--- config.mk ---
export PLATFORM = sky130hd
export DESIGN_NAME = color_gradient_ramp_top
export DESIGN_NICKNAME = d
export VERILOG_FILES = /design/src/hw/rtl/cgr_pkg.sv /design/src/hw/rtl/cgr_ctrl.sv /design/src/hw/rtl/cgr_dp.sv /design/src/hw/rtl/color_gradient_ramp_top.sv
export VERILOG_INCLUDE_DIRS = /design/src /design/src/hw/rtl
export SDC_FILE = /design/constraint.sdc
export NUM_CORES = 2
export LEC_CHECK = 0
export ABC_AREA = 1
export BUFFER_PORTS_ARGS = -buffer_cell sky130_fd_sc_hd__buf_2
export CORE_AREA = 2 2 522 524
export DETAILED_ROUTE_END_ITERATION = 10
export DIE_AREA = 0 0 524 526
export PLACE_DENSITY = 0.51
export SYNTH_ARGS = -nofsm -noshare
export SYNTH_HDL_FRONTEND = slang
export SYNTH_SLANG_ARGS = --single-unit
--- constraint.sdc ---
create_clock -name clk -period 44.7 [get_ports clk]
set_clock_uncertainty 0.15 [all_clocks]
set_input_delay 8.94 -clock clk [delete_from_list [all_inputs] [get_ports clk]]
set_output_delay 8.94 -clock clk [all_outputs]
set_load 0.01 [all_outputs]
--- src/hw/rtl/assert_macros.svh ---
`ifndef ASSERT_MACROS_SVH
`define ASSERT_MACROS_SVH

// Same-cycle implication, checked on clk, off while rst_n is low.
`define CGR_ASSERT_IMP(lbl, ante, cons) \
  lbl: assert property (@(posedge clk) disable iff (!rst_n) (ante) |-> (cons)) \
    else $error("same-cycle check failed");

// Next-cycle implication, checked on clk, off while rst_n is low.
`define CGR_ASSERT_NEXT(lbl, ante, cons) \
  lbl: assert property (@(posedge clk) disable iff (!rst_n) (ante) |=> (cons)) \
    else $error("next-cycle check failed");

`endif

--- src/hw/rtl/cgr_pkg.sv ---
`timescale 1ns / 1ps

package cgr_pkg;

  localparam int MAX_STOPS  = 16;
  localparam int IDX_W      = 4;
  localparam int CNT_W      = 5;
  localparam int POS_W      = 16;
  localparam int CH_W       = 8;
  localparam int COL_W      = 4 * CH_W;
  localparam int NUM_W      = 24;
  localparam int DIV_STEPS  = 8;
  localparam int IN_DATA_W  = 64;
  localparam int OUT_DATA_W = 40;

  localparam logic [POS_W-1:0] FULL_SCALE = 16'hFFFF;

  typedef enum logic [1:0] {
    MODE_ADD     = 2'd0,
    MODE_REMOVE  = 2'd1,
    MODE_REVERSE = 2'd2,
    MODE_QUERY   = 2'd3
  } mode_t;

  typedef enum logic [1:0] {
    STATUS_OK       = 2'd0,
    STATUS_FULL     = 2'd1,
    STATUS_BAD_SLOT = 2'd2
  } status_t;

  typedef enum logic [2:0] {
    S_IDLE,
    S_DISPATCH,
    S_LOOP,
    S_MUL,
    S_SUM,
    S_DIV,
    S_DONE
  } state_t;

  typedef struct packed {
    logic             capture;
    logic             add_wr;
    logic             rd_en;
    logic [IDX_W-1:0] rd_addr;
    logic             clr_track;
    logic             total_dec;
    logic             mul;
    logic             sum;
    logic             div_step;
    logic [2:0]       div_sh;
    logic             res_load;
  } cgr_cmd_t;

  typedef struct packed {
    mode_t            mode;
    logic             err;
    logic [IDX_W-1:0] slot;
    logic [CNT_W-1:0] total;
  } cgr_stat_t;

  // Table contents after reset: black at 0 in slot 0, white at full scale in slot 1.
  function automatic logic [POS_W-1:0] reset_pos(input logic [IDX_W-1:0] addr);
    reset_pos = (addr == IDX_W'(1)) ? FULL_SCALE : '0;
  endfunction

  function automatic logic [COL_W-1:0] reset_col(input logic [IDX_W-1:0] addr);
    reset_col = (addr == IDX_W'(1)) ? '1 : '0;
  endfunction

endpackage

--- src/hw/rtl/cgr_ctrl.sv ---
`timescale 1ns / 1ps

module cgr_ctrl (
  input  logic              clk,
  input  logic              rst_n,
  input  logic              in_tvalid,
  output logic              in_tready,
  output logic              out_tvalid,
  input  logic              out_tready,
  input  cgr_pkg::cgr_stat_t stat,
  output cgr_pkg::cgr_cmd_t  cmd
);
  import cgr_pkg::*;

  state_t           state_r, state_nxt;
  logic [CNT_W-1:0] k_r, k_nxt;
  logic             out_valid_r, out_valid_nxt;
  logic             more;
  logic             slot_free;

  assign more      = (k_r < stat.total);
  assign slot_free = !out_valid_r || out_tready;

  always_comb begin
    state_nxt = state_r;
    k_nxt     = k_r;
    case (state_r)
      S_IDLE: begin
        if (in_tvalid) state_nxt = S_DISPATCH;
      end
      S_DISPATCH: begin
        if (stat.err) begin
          state_nxt = S_DONE;
        end else begin
          case (stat.mode)
            MODE_ADD: state_nxt = S_DONE;
            MODE_REMOVE: begin
              k_nxt     = CNT_W'(stat.slot) + CNT_W'(1);
              state_nxt = S_LOOP;
            end
            default: begin
              k_nxt     = '0;
              state_nxt = S_LOOP;
            end
          endcase
        end
      end
      S_LOOP: begin
        if (more) begin
          k_nxt = k_r + CNT_W'(1);
        end else if (stat.mode == MODE_QUERY) begin
          state_nxt = S_MUL;
        end else begin
          state_nxt = S_DONE;
        end
      end
      S_MUL: state_nxt = S_SUM;
      S_SUM: begin
        k_nxt     = CNT_W'(DIV_STEPS - 1);
        state_nxt = S_DIV;
      end
      S_DIV: begin
        if (k_r == '0) state_nxt = S_DONE;
        else k_nxt = k_r - CNT_W'(1);
      end
      S_DONE: begin
        if (slot_free) state_nxt = S_IDLE;
      end
      default: state_nxt = S_IDLE;
    endcase
  end

  always_comb begin
    cmd           = '0;
    in_tready     = (state_r == S_IDLE);
    cmd.capture   = (state_r == S_IDLE) && in_tvalid;
    cmd.add_wr    = (state_r == S_DISPATCH) && !stat.err && (stat.mode == MODE_ADD);
    cmd.clr_track = (state_r == S_DISPATCH);
    cmd.rd_en     = (state_r == S_LOOP) && more;
    cmd.rd_addr   = k_r[IDX_W-1:0];
    cmd.total_dec = (state_r == S_LOOP) && !more && (stat.mode == MODE_REMOVE);
    cmd.mul       = (state_r == S_MUL);
    cmd.sum       = (state_r == S_SUM);
    cmd.div_step  = (state_r == S_DIV);
    cmd.div_sh    = k_r[2:0];
    cmd.res_load  = (state_r == S_DONE) && slot_free;
  end

  always_comb begin
    out_valid_nxt = out_valid_r;
    if (cmd.res_load) out_valid_nxt = 1'b1;
    else if (out_tready) out_valid_nxt = 1'b0;
  end

  assign out_tvalid = out_valid_r;

  always_ff @(posedge clk) begin
    if (!rst_n) begin
      state_r     <= S_IDLE;
      k_r         <= '0;
      out_valid_r <= 1'b0;
    end else begin
      state_r     <= state_nxt;
      k_r         <= k_nxt;
      out_valid_r <= out_valid_nxt;
    end
  end

endmodule

--- src/hw/rtl/cgr_dp.sv ---
`timescale 1ns / 1ps

module cgr_dp (
  input  logic                            clk,
  input  logic                            rst_n,
  input  logic [cgr_pkg::IN_DATA_W-1:0]   in_tdata,
  input  logic [1:0]                      in_tuser,
  input  cgr_pkg::cgr_cmd_t               cmd,
  output cgr_pkg::cgr_stat_t              stat,
  output logic [cgr_pkg::OUT_DATA_W-1:0]  out_tdata
);
  import cgr_pkg::*;

  // stop table
  logic [POS_W-1:0] pos_mem [MAX_STOPS];
  logic [COL_W-1:0] col_mem [MAX_STOPS];
  logic [MAX_STOPS-1:0] valid_r;
  logic [CNT_W-1:0] total_r;

  // captured item
  mode_t            mode_r;
  logic [POS_W-1:0] pos_in_r;
  logic [COL_W-1:0] col_in_r;
  logic [IDX_W-1:0] slot_r;
  logic [POS_W-1:0] q_r;
  status_t          status_r;

  // read port
  logic [POS_W-1:0] rd_pos_r;
  logic [COL_W-1:0] rd_col_r;
  logic [IDX_W-1:0] rd_tag_r;
  logic             rd_vld_r;

  // bracketing stops
  logic             has_lo_r, has_hi_r;
  logic [POS_W-1:0] lo_pos_r, hi_pos_r;
  logic [COL_W-1:0] lo_col_r, hi_col_r;

  // interpolation lanes
  logic [NUM_W-1:0] m0_r  [4];
  logic [NUM_W-1:0] m1_r  [4];
  logic [NUM_W-1:0] rem_r [4];
  logic [CH_W-1:0]  quo_r [4];

  logic [OUT_DATA_W-1:0] out_r;

  logic             wr_en;
  logic [IDX_W-1:0] wr_addr;
  logic [POS_W-1:0] wr_pos;
  logic [COL_W-1:0] wr_col;
  logic [POS_W-1:0] d_w, t_w, dmt_w;
  logic [NUM_W-1:0] dsh_w;
  logic [COL_W-1:0] res_col;
  status_t          status_nxt;
  mode_t            in_mode;

  assign in_mode = mode_t'(in_tuser);

  always_comb begin
    wr_en   = 1'b0;
    wr_addr = total_r[IDX_W-1:0];
    wr_pos  = pos_in_r;
    wr_col  = col_in_r;
    if (cmd.add_wr) begin
      wr_en = 1'b1;
    end else if (rd_vld_r && (mode_r == MODE_REVERSE)) begin
      wr_en   = 1'b1;
      wr_addr = rd_tag_r;
      wr_pos  = FULL_SCALE - rd_pos_r;
      wr_col  = rd_col_r;
    end else if (rd_vld_r && (mode_r == MODE_REMOVE)) begin
      // compaction: entry k+1 moves down to k
      wr_en   = 1'b1;
      wr_addr = rd_tag_r - IDX_W'(1);
      wr_pos  = rd_pos_r;
      wr_col  = rd_col_r;
    end
  end

  always_ff @(posedge clk) begin
    if (wr_en) begin
      pos_mem[wr_addr] <= wr_pos;
      col_mem[wr_addr] <= wr_col;
    end
    if (cmd.rd_en) begin
      rd_pos_r <= valid_r[cmd.rd_addr] ? pos_mem[cmd.rd_addr] : reset_pos(cmd.rd_addr);
      rd_col_r <= valid_r[cmd.rd_addr] ? col_mem[cmd.rd_addr] : reset_col(cmd.rd_addr);
      rd_tag_r <= cmd.rd_addr;
    end
  end

  always_comb begin
    status_nxt = STATUS_OK;
    if ((in_mode == MODE_ADD) && (total_r >= CNT_W'(MAX_STOPS))) status_nxt = STATUS_FULL;
    else if ((in_mode == MODE_REMOVE) && (CNT_W'(in_tdata[51:48]) >= total_r))
      status_nxt = STATUS_BAD_SLOT;
  end

  always_ff @(posedge clk) begin
    if (!rst_n) begin
      valid_r  <= '0;
      total_r  <= CNT_W'(2);
      rd_vld_r <= 1'b0;
      has_lo_r <= 1'b0;
      has_hi_r <= 1'b0;
      mode_r   <= MODE_ADD;
      status_r <= STATUS_OK;
    end else begin
      rd_vld_r <= cmd.rd_en;
      if (wr_en) valid_r[wr_addr] <= 1'b1;
      if (cmd.add_wr) total_r <= total_r + CNT_W'(1);
      else if (cmd.total_dec) total_r <= total_r - CNT_W'(1);
      if (cmd.capture) begin
        mode_r   <= in_mode;
        status_r <= status_nxt;
      end
      if (cmd.clr_track) begin
        has_lo_r <= 1'b0;
        has_hi_r <= 1'b0;
      end else if (rd_vld_r && (mode_r == MODE_QUERY)) begin
        // strict compares keep the earliest slot on ties
        if (rd_pos_r < q_r) begin
          if (!has_lo_r || (lo_pos_r < rd_pos_r)) has_lo_r <= 1'b1;
        end else begin
          if (!has_hi_r || (hi_pos_r > rd_pos_r)) has_hi_r <= 1'b1;
        end
      end
    end
  end

  always_ff @(posedge clk) begin
    if (cmd.capture) begin
      pos_in_r <= in_tdata[15:0];
      col_in_r <= in_tdata[47:16];
      slot_r   <= in_tdata[51:48];
      // i/255 of full scale is exactly i*257
      q_r      <= {in_tdata[59:52], in_tdata[59:52]};
    end
    if (rd_vld_r && (mode_r == MODE_QUERY)) begin
      if (rd_pos_r < q_r) begin
        if (!has_lo_r || (lo_pos_r < rd_pos_r)) begin
          lo_pos_r <= rd_pos_r;
          lo_col_r <= rd_col_r;
        end
      end else begin
        if (!has_hi_r || (hi_pos_r > rd_pos_r)) begin
          hi_pos_r <= rd_pos_r;
          hi_col_r <= rd_col_r;
        end
      end
    end
  end

  assign d_w   = hi_pos_r - lo_pos_r;
  assign t_w   = q_r - lo_pos_r;
  assign dmt_w = d_w - t_w;
  assign dsh_w = NUM_W'(d_w) << cmd.div_sh;

  // per channel: (c0*(d-t) + c1*t + d/2) / d, quotient fits 8 bits
  always_ff @(posedge clk) begin
    for (int ch = 0; ch < 4; ch++) begin
      if (cmd.mul) begin
        m0_r[ch] <= NUM_W'(lo_col_r[ch*CH_W +: CH_W]) * NUM_W'(dmt_w);
        m1_r[ch] <= NUM_W'(hi_col_r[ch*CH_W +: CH_W]) * NUM_W'(t_w);
      end
      if (cmd.sum) begin
        rem_r[ch] <= m0_r[ch] + m1_r[ch] + NUM_W'(d_w >> 1);
        quo_r[ch] <= '0;
      end else if (cmd.div_step) begin
        if (rem_r[ch] >= dsh_w) begin
          rem_r[ch] <= rem_r[ch] - dsh_w;
          quo_r[ch] <= {quo_r[ch][CH_W-2:0], 1'b1};
        end else begin
          quo_r[ch] <= {quo_r[ch][CH_W-2:0], 1'b0};
        end
      end
    end
  end

  always_comb begin
    res_col = '0;
    if (mode_r == MODE_QUERY) begin
      if (has_lo_r && has_hi_r) res_col = {quo_r[3], quo_r[2], quo_r[1], quo_r[0]};
      else if (has_lo_r) res_col = lo_col_r;
      else if (has_hi_r) res_col = hi_col_r;
    end
  end

  always_ff @(posedge clk) begin
    if (cmd.res_load) begin
      out_r <= {1'b0, total_r, status_r, res_col};
    end
  end

  assign out_tdata  = out_r;
  assign stat.mode  = mode_r;
  assign stat.err   = (status_r != STATUS_OK);
  assign stat.slot  = slot_r;
  assign stat.total = total_r;

endmodule

--- src/hw/rtl/color_gradient_ramp_top.sv ---
`timescale 1ns / 1ps

// Multi-stop RGBA gradient with up to 16 stops held in insertion order; after
// reset it holds black at 0 and white at full scale. The tuser mode selects
// add, remove, reverse or query; every transaction returns exactly one result
// with status and the stop count. One transaction is processed at a time while
// the previous result may still sit in the output register. Reverse scans
// the whole table and remove scans the stops above the removed slot, one
// table read per cycle; a query scans the whole table through its single read
// port, then runs one multiply stage, one sum stage and an 8-step restoring
// divide that runs on all four channels at once. The input is accepted again
// in the cycle after the result is loaded.
module color_gradient_ramp_top (
  input  logic        clk,
  input  logic        rst_n,
  input  logic        in_tvalid,
  output logic        in_tready,
  // mark_position[15:0], red_in[23:16], green_in[31:24], blue_in[39:32],
  // alpha_in[47:40], slot[51:48], query_index[59:52], zero pad
  input  logic [63:0] in_tdata,
  // mode[1:0]
  input  logic [1:0]  in_tuser,
  output logic        out_tvalid,
  input  logic        out_tready,
  // red_out[7:0], green_out[15:8], blue_out[23:16], alpha_out[31:24],
  // status[33:32], stop_count[38:34], zero pad
  output logic [39:0] out_tdata
);
  import cgr_pkg::*;

  cgr_cmd_t  cmd;
  cgr_stat_t stat;

  cgr_ctrl u_ctrl (
    .clk        (clk),
    .rst_n      (rst_n),
    .in_tvalid  (in_tvalid),
    .in_tready  (in_tready),
    .out_tvalid (out_tvalid),
    .out_tready (out_tready),
    .stat       (stat),
    .cmd        (cmd)
  );

  cgr_dp u_dp (
    .clk       (clk),
    .rst_n     (rst_n),
    .in_tdata  (in_tdata),
    .in_tuser  (in_tuser),
    .cmd       (cmd),
    .stat      (stat),
    .out_tdata (out_tdata)
  );

`include "assert_macros.svh"

  `CGR_ASSERT_NEXT(a_one_item, in_tvalid && in_tready, !in_tready)
  `CGR_ASSERT_IMP(a_full_count, out_tvalid && (out_tdata[33:32] == STATUS_FULL), out_tdata[38:34] == CNT_W'(MAX_STOPS))
  `CGR_ASSERT_IMP(a_err_no_color, out_tvalid && (out_tdata[33:32] != STATUS_OK), out_tdata[31:0] == '0)
  `CGR_ASSERT_IMP(a_add_room, cmd.add_wr, stat.total < CNT_W'(MAX_STOPS))

endmodule
# Word-level counts from Yosys, hierarchy flattened
# Memories as Yosys holds them, arrays and structs flattened. A register that Yosys moved wholly into a read port is not among the register bits.
# Index checks and enable logic that the tools add are counted.
[totals]
mem_count = 6
mem_bits_ro = 0
out_inout_bits = 42
latch_bits = 0
elab_cells = 238
input_bits = 70
ram_bits = 1088
regBits = 292
[classes]
n_eq_ne = 19
n_bitwise = 15
mux = 96
n_mul = 8
shifts = 1
div_mod_pow = 0
n_lt_le_gt_ge = 13
add_sub_neg = 22
reduce_logical = 35
[mem_list]
columns = ["memory", "depth", "word_bits", "read_ports", "rd_ports_with_merged_regs", "write_ports", "line", "rtl"]
rows = [
  ["u_dp.col_mem", 16, 32, 1, 1, 1, "cgr_dp.sv:16", "logic [COL_W-1:0] col_mem [MAX_STOPS];"],
  ["u_dp.pos_mem", 16, 16, 1, 1, 1, "cgr_dp.sv:15", "logic [POS_W-1:0] pos_mem [MAX_STOPS];"],
  ["u_dp.m0_r", 4, 24, 4, 0, 4, "cgr_dp.sv:40", "logic [NUM_W-1:0] m0_r [4];"],
  ["u_dp.m1_r", 4, 24, 4, 0, 4, "cgr_dp.sv:41", "logic [NUM_W-1:0] m1_r [4];"],
  ["u_dp.rem_r", 4, 24, 4, 0, 4, "cgr_dp.sv:42", "logic [NUM_W-1:0] rem_r [4];"],
  ["u_dp.quo_r", 4, 8, 4, 0, 4, "cgr_dp.sv:43", "logic [CH_W-1:0] quo_r [4];"],
]
[op_table]
columns = ["operator", "n"]
rows = [
  ["32-bit 2-to-1 mux", 8],
  ["8-bit by 16-bit multiplier with 24-bit output", 8],
  ["24-bit by 15-bit adder with 24-bit output", 4],
  ["24-bit adder", 4],
  ["24-bit greater-or-equal comparator", 4],
  ["24-bit 2-to-1 mux", 4],
  ["24-bit subtractor", 4],
  ["16-bit 2-to-1 mux", 5],
  ["8-bit 2-to-1 mux", 8],
  ["16-bit subtractor", 3],
  ["1-bit 2-to-1 mux", 45],
  ["16-bit less-than comparator", 2],
  ["4-bit 2-to-1 mux", 7],
  ["5-bit 2-to-1 mux", 5],
  ["16-bit by 3-bit << shifter with 24-bit output", 1],
  ["3-bit 2-to-1 mux", 7],
  ["3-bit one-hot mux with 7 select lines", 1],
  ["5-bit one-hot mux with 4 select lines", 1],
  ["16-bit > comparator", 1],
  ["16-bit bitwise OR", 1],
  ["16-bit subtractor, first input constant", 1],
  ["1-bit logical AND", 14],
  ["1-bit bitwise OR", 12],
  ["5-bit by 1-bit adder with 5-bit output, second input constant", 2],
  ["32 further kinds", 57],
]

# Logic depth before layout (Yosys ltp)
[depth]
word_depth = 10
ltp_mapped = 38
mapped_depth_nobuf = 36

# Cells and area by module
# A second synthesis with hierarchy kept.
[hier_totals]
cells_unflattened = 11041
hier_area_um2 = 101751.3
[modules_own_cells]
columns = ["module", "cells_each", "n_inst", "area_each_um2", "seq_area_each_um2"]
rows = [
  ["cgr_dp", 10861, 1, 100631.5, 40649.0],
  ["cgr_ctrl", 180, 1, 1119.8, 180.2],
]

# Worst setup path before layout
# OpenSTA, ideal clock, no wires.
[synth_path]
kind = "reg2reg"
startpoint = "register u_ctrl.state_r[0]"
endpoint = "register u_ctrl.state_r[2]"
path_buffers = 0
setup_ns = 0.065
stages_incl_launch_ff = 7
synth_period_minus_slack_ns = 14.801
t_required_ns = 44.485
arrival_time_ns = 14.586
slack_ns = 29.899
path_cell_list = "dfxtp_1 inv_1 nor3_1 nor4_1 nand2_1 o21ai_0 nor2_1"
[synth_between]
elab_chain_cells = 3
word_cells_on_any_way = 13
classes_between = "eq/ne (10); mux (1); reduce/logical (2)"
[synth_lines]
columns = ["element", "line", "rtl"]
rows = [
  ["start: declaration", "cgr_ctrl.sv:15", "state_t state_r, state_nxt;"],
  ["start signal: assignment", "cgr_ctrl.sv:103", "state_r <= state_nxt;"],
  ["3-bit by 2-bit equality test with 1-bit output (tied with other cells)", "cgr_ctrl.sv:27", "case (state_r)"],
  ["2-bit != test (no line) / 2-bit by 1-bit != test with 1-bit output (equally long branches)", "--", ""],
  ["4-bit AND reduction (no line)", "--", ""],
]
# Several ways; a longest one is shown, not always the timed one.
# A chain may end at the register's enable or synchronous reset.

# Final worst setup path
[layout_path]
startpoint = "register u_ctrl.state_r[0]"
endpoint = "output port in_tready"
[layout_between]
elab_chain_cells = 1
[layout_lines]
columns = ["element", "line", "rtl"]
rows = [
  ["3-bit zero test", "cgr_ctrl.sv:75", "in_tready = (state_r == S_IDLE);"],
  ["end: declaration", "color_gradient_ramp_top.sv:17", "output logic in_tready,"],
]
# No other way between the ends.

==> results.tsv <==
stage	metric	value	unit
finish	n_fill_cell	26600	
placement	dpl.hpwl	246000	um
clocking	holdBufCountCts	0	
synth	syn-mean-instance-area	9.34	um^2
timing	final_period_minus_worst_setup_slack	10.92	ns
clocking	cts_max_level	4	
global_route	gr-usage-all-layers	24.7	%
global_route	grt_first_pass_wirelength	506000	um
routing	routed_via_density	5.29	
finish	number_of_nets_in_the_layout	12400	
critical_path	cp_data_arrival_time	1.83	ns
synth	postSynthRegisterBits	1376	
routing	final_routed_wire_length_divided_by_cell_count	23.3	um
global_route	grt_antenna_before_repair	9	
finish	layout_commonest_cell	sky130_fd_sc_hd__nand2_1	
timing	max-slew-margin-rel	22.7	%
finish	fraction_of_final_layout_cells_with_drive_strength_greater_than_1	5.60	%
clocking	root_buffer	sky130_fd_sc_hd__clkbuf_16	
finish	top_library_cells_by_usage_in_the_layout_fill_and_taps_aside	1,899 x sky130_fd_sc_hd__nand2_1, 1,751 x sky130_fd_sc_hd__inv_1, 1,335 x sky130_fd_sc_hd__edfxtp_1	
placement	place.detailed.instances	14300	
critical_path	critPathKind	flop to primary output	
synth	synth_seq_area_share	40.1	%
run	cap_viol_max_count	0	
routing	wl	341000	um
synth	synth-xor-area-share	2.73	%
floorplan	die_w	524	um
critical_path	startpoint_type	flop	
synth	combinational_family_with_the_most_area_after_synthesis	adder cells	
global_route	grt_start_max_net_pins	171	
synth	synth-main-ff-cell	sky130_fd_sc_hd__edfxtp_1	
clocking	cts_setup_buffers	0	
synth	synth_area_in_adders	22.8	%
floorplan	design.die.area	276000	um^2
synth	synth_cell_type_count	57	
synth	netlist_instances	10900	
timing	timing.final.crit_share	24.4	%
placement	gp_congestion	0.979	
routing	vias	77500	
synth	synth_warnings	0	
critical_path	setup.worst_path.end_class	primary output	
critical_path	rrSetupSlack	35.42	ns
finish	flow.area_growth_from_synthesis	9.53	%
floorplan	core_area	270000	um^2
synth	synth_enable_flop_cells	1335	
hold_path	min_delay_path_class	flop to flop	
routing	drtAntennaViolNets	0	
synth	synth_nets	12400	
global_route	globalRouteOverflowTotal	0	
clocking	cts_repair_resize_count	0	
run_status	outcome	completed	
timing	worst_pin_slew	1.16	ns
timing	setup_viol_count_final	0	
clocking	cts_tree	yes	
clocking	clk_pin_slew	0.06	ns
synth	netlist_top_cells_area	sky130_fd_sc_hd__edfxtp_1 39%, sky130_fd_sc_hd__fa_1 15%, sky130_fd_sc_hd__ha_1 8.2%	
synth	yosysTopAreaCell	sky130_fd_sc_hd__edfxtp_1	
placement	io_buffers	106	
timing	rsz_0062_raised_after_global_routing	false	
critical_path	worst-path-max-fanout	4	
timing	hold_viol	0	
synth	synth_compound_area_share	9.19	%
clocking	cts.path.max_buffers	3	
synth	async_reset_ff_share	0	%
synth	muxShareOfSynthArea	1.53	%
timing	hold-worst-slack	0.305	ns
timing	fmax	0.0916	GHz
synth	synth_simple_gate_area_share	15.3	%
floorplan	core.rowCount	191	
routing	drc	0	
timing	fin_setup_tns	0	ns
critical_path	worst_ep_required_time	35.61	ns
floorplan	initial_core_util	37.8	%
global_route	first_global_vias	78200	
clocking	clock_latency	0.88	ns
synth	syn-cell-area	102000	um^2
routing	drt-initial-drc-count	6622	
clocking	clkSinkCount	1376	
timing	report.final.slew_viol_count	0	
floorplan	die_h	526	um
routing	drt_pre_antenna_iters	8	
floorplan	pin_count	112	
finish	instances_no_fill	14600	
synth	synth.top_cell.area_share	39.3	%
clocking	number_of_buffers_created_by_cts	160	
==> critical path, stage by stage (launching register included) <==
cell and delay, ns:
sky130_fd_sc_hd__dfxtp_1 0.33, sky130_fd_sc_hd__inv_1 0.12, sky130_fd_sc_hd__nand2_1 0.10, sky130_fd_sc_hd__nor2_1 0.23
sky130_fd_sc_hd__buf_2 0.19
==> stage by stage <==
stage               util (%)  cell area, um^2  setup slack [ns]
floorplan                  -           102000             29.90
global placement        39.5           106000             33.99
detailed placement      39.5           106000             33.98
CTS                     41.4           112000             33.71
global route            41.4           112000             33.62
finish                  41.4           112000             33.78
==> sequential cells by signal, indices dropped and copies added, names as in the netlist, 2 cells and up, named ones only <==
| name | flops |
|---|---|
| u_dp.col_mem | 512 |
| u_dp.pos_mem | 256 |
| u_dp.m0_r | 96 |
| u_dp.m1_r | 96 |
| u_dp.rem_r | 96 |
| u_dp.out_tdata | 39 |
| u_dp.col_in_r | 32 |
| u_dp.hi_col_r | 32 |
| u_dp.lo_col_r | 32 |
| u_dp.quo_r | 32 |
| u_dp.rd_col_r | 32 |
| u_dp.hi_pos_r | 16 |
| u_dp.lo_pos_r | 16 |
| u_dp.pos_in_r | 16 |
| u_dp.rd_pos_r | 16 |
| u_dp.valid_r | 16 |
| u_dp.q_r | 8 |
| u_ctrl.k_r | 5 |
| u_dp.total_r | 5 |
| u_dp.rd_tag_r | 4 |
| u_dp.slot_r | 4 |
| u_ctrl.state_r | 3 |
| u_dp.mode_r | 2 |
| u_dp.status_r | 2 |
==> worst paths after layout <==
check | startpoint | end | cells past startpoint
hold reg to reg | u_dp.valid_r[14]$_SDFFE_PN0N_ | u_dp.valid_r[14]$_SDFFE_PN0N_ | 2
setup reg to reg | u_dp.q_r[8]$_DFFE_PP_ | u_dp.m0_r[0][21]$_DFFE_PP_ | 35
hold / removal | u_dp.valid_r[14]$_SDFFE_PN0N_ | u_dp.valid_r[14]$_SDFFE_PN0N_ | 2
setup / recovery | u_ctrl.state_r[0]$_SDFFE_PN0P_ | in_tready | 4
==> per-layer routing <==
metal  wire length, um  vias to the layer above  part of all wire, %  global-route usage, %
met3             22100                      586                  6.5                   3.61
li1                  -                    35900                    -                      -
met4             16800                        2                  4.9                   10.6
met2            160000                     2727                   47                   40.9
met1            142000                    38200                   42                   32.1
met5                 7                        -               0.0021                      0
==> synth_stat cells (4+ instances only) <==
cell type,n
sky130_fd_sc_hd__a211oi_1,30
sky130_fd_sc_hd__a21boi_0,16
sky130_fd_sc_hd__a21o_1,24
sky130_fd_sc_hd__a21oi_1,731
sky130_fd_sc_hd__a21oi_2,5
sky130_fd_sc_hd__a31oi_1,16
sky130_fd_sc_hd__and2_1,12
sky130_fd_sc_hd__buf_1,29
sky130_fd_sc_hd__buf_2,87
sky130_fd_sc_hd__buf_4,45
sky130_fd_sc_hd__buf_6,4
sky130_fd_sc_hd__clkbuf_1,218
sky130_fd_sc_hd__clkinv_1,10
sky130_fd_sc_hd__dfxtp_1,41
sky130_fd_sc_hd__edfxtp_1,1335
sky130_fd_sc_hd__fa_1,745
sky130_fd_sc_hd__ha_1,671
sky130_fd_sc_hd__inv_1,1760
sky130_fd_sc_hd__inv_2,16
sky130_fd_sc_hd__mux2i_1,156
sky130_fd_sc_hd__nand2_1,1900
sky130_fd_sc_hd__nand2_2,32
sky130_fd_sc_hd__nand3_1,507
sky130_fd_sc_hd__nand3b_1,17
sky130_fd_sc_hd__nand4_1,80
sky130_fd_sc_hd__nor2_1,1017
sky130_fd_sc_hd__nor2_2,4
sky130_fd_sc_hd__nor2_4,25
sky130_fd_sc_hd__nor3_1,69
sky130_fd_sc_hd__nor3b_1,5
sky130_fd_sc_hd__nor4_1,39
sky130_fd_sc_hd__o211ai_1,90
sky130_fd_sc_hd__o21a_1,18
sky130_fd_sc_hd__o21ai_0,717
sky130_fd_sc_hd__o21ai_1,43
sky130_fd_sc_hd__o21bai_1,21
sky130_fd_sc_hd__o221ai_1,19
sky130_fd_sc_hd__o31ai_1,5
sky130_fd_sc_hd__or2_1,5
sky130_fd_sc_hd__or2_2,16
sky130_fd_sc_hd__xnor2_1,120
sky130_fd_sc_hd__xor2_1,196
==> cell families after synthesis <==
| group | Yosys count |
|---|---|
| DFF | 1376 |
| other | 1 |
| xor gates and xnor gates | 317 |
| buffers and inverters | 2172 |
| and+or+nand+nor | 3741 |
| muxes | 156 |
| adders and majority gates | 1416 |
| AOI/OAI and AO/OA | 1743 |
==> layout make-up <==
type                            count  area, um^2  share of cell area (%)
Multi-Input combinational cell   7374       52900                    47.3
Sequential cell                  1376       40900                    36.6
Inverter                         1786        6720                    6.01
Tap cell                         3570        4470                    4.00
Clock buffer                      191        4120                    3.69
Timing Repair Buffer              231        1520                    1.36
Clock inverter                    106        1150                    1.03
Antenna cell                       12        30.0                  0.0269
Power is left out: the tool's default activity adds up to more than one toggle a clock period on the data nets, which glitch-free logic cannot reach.
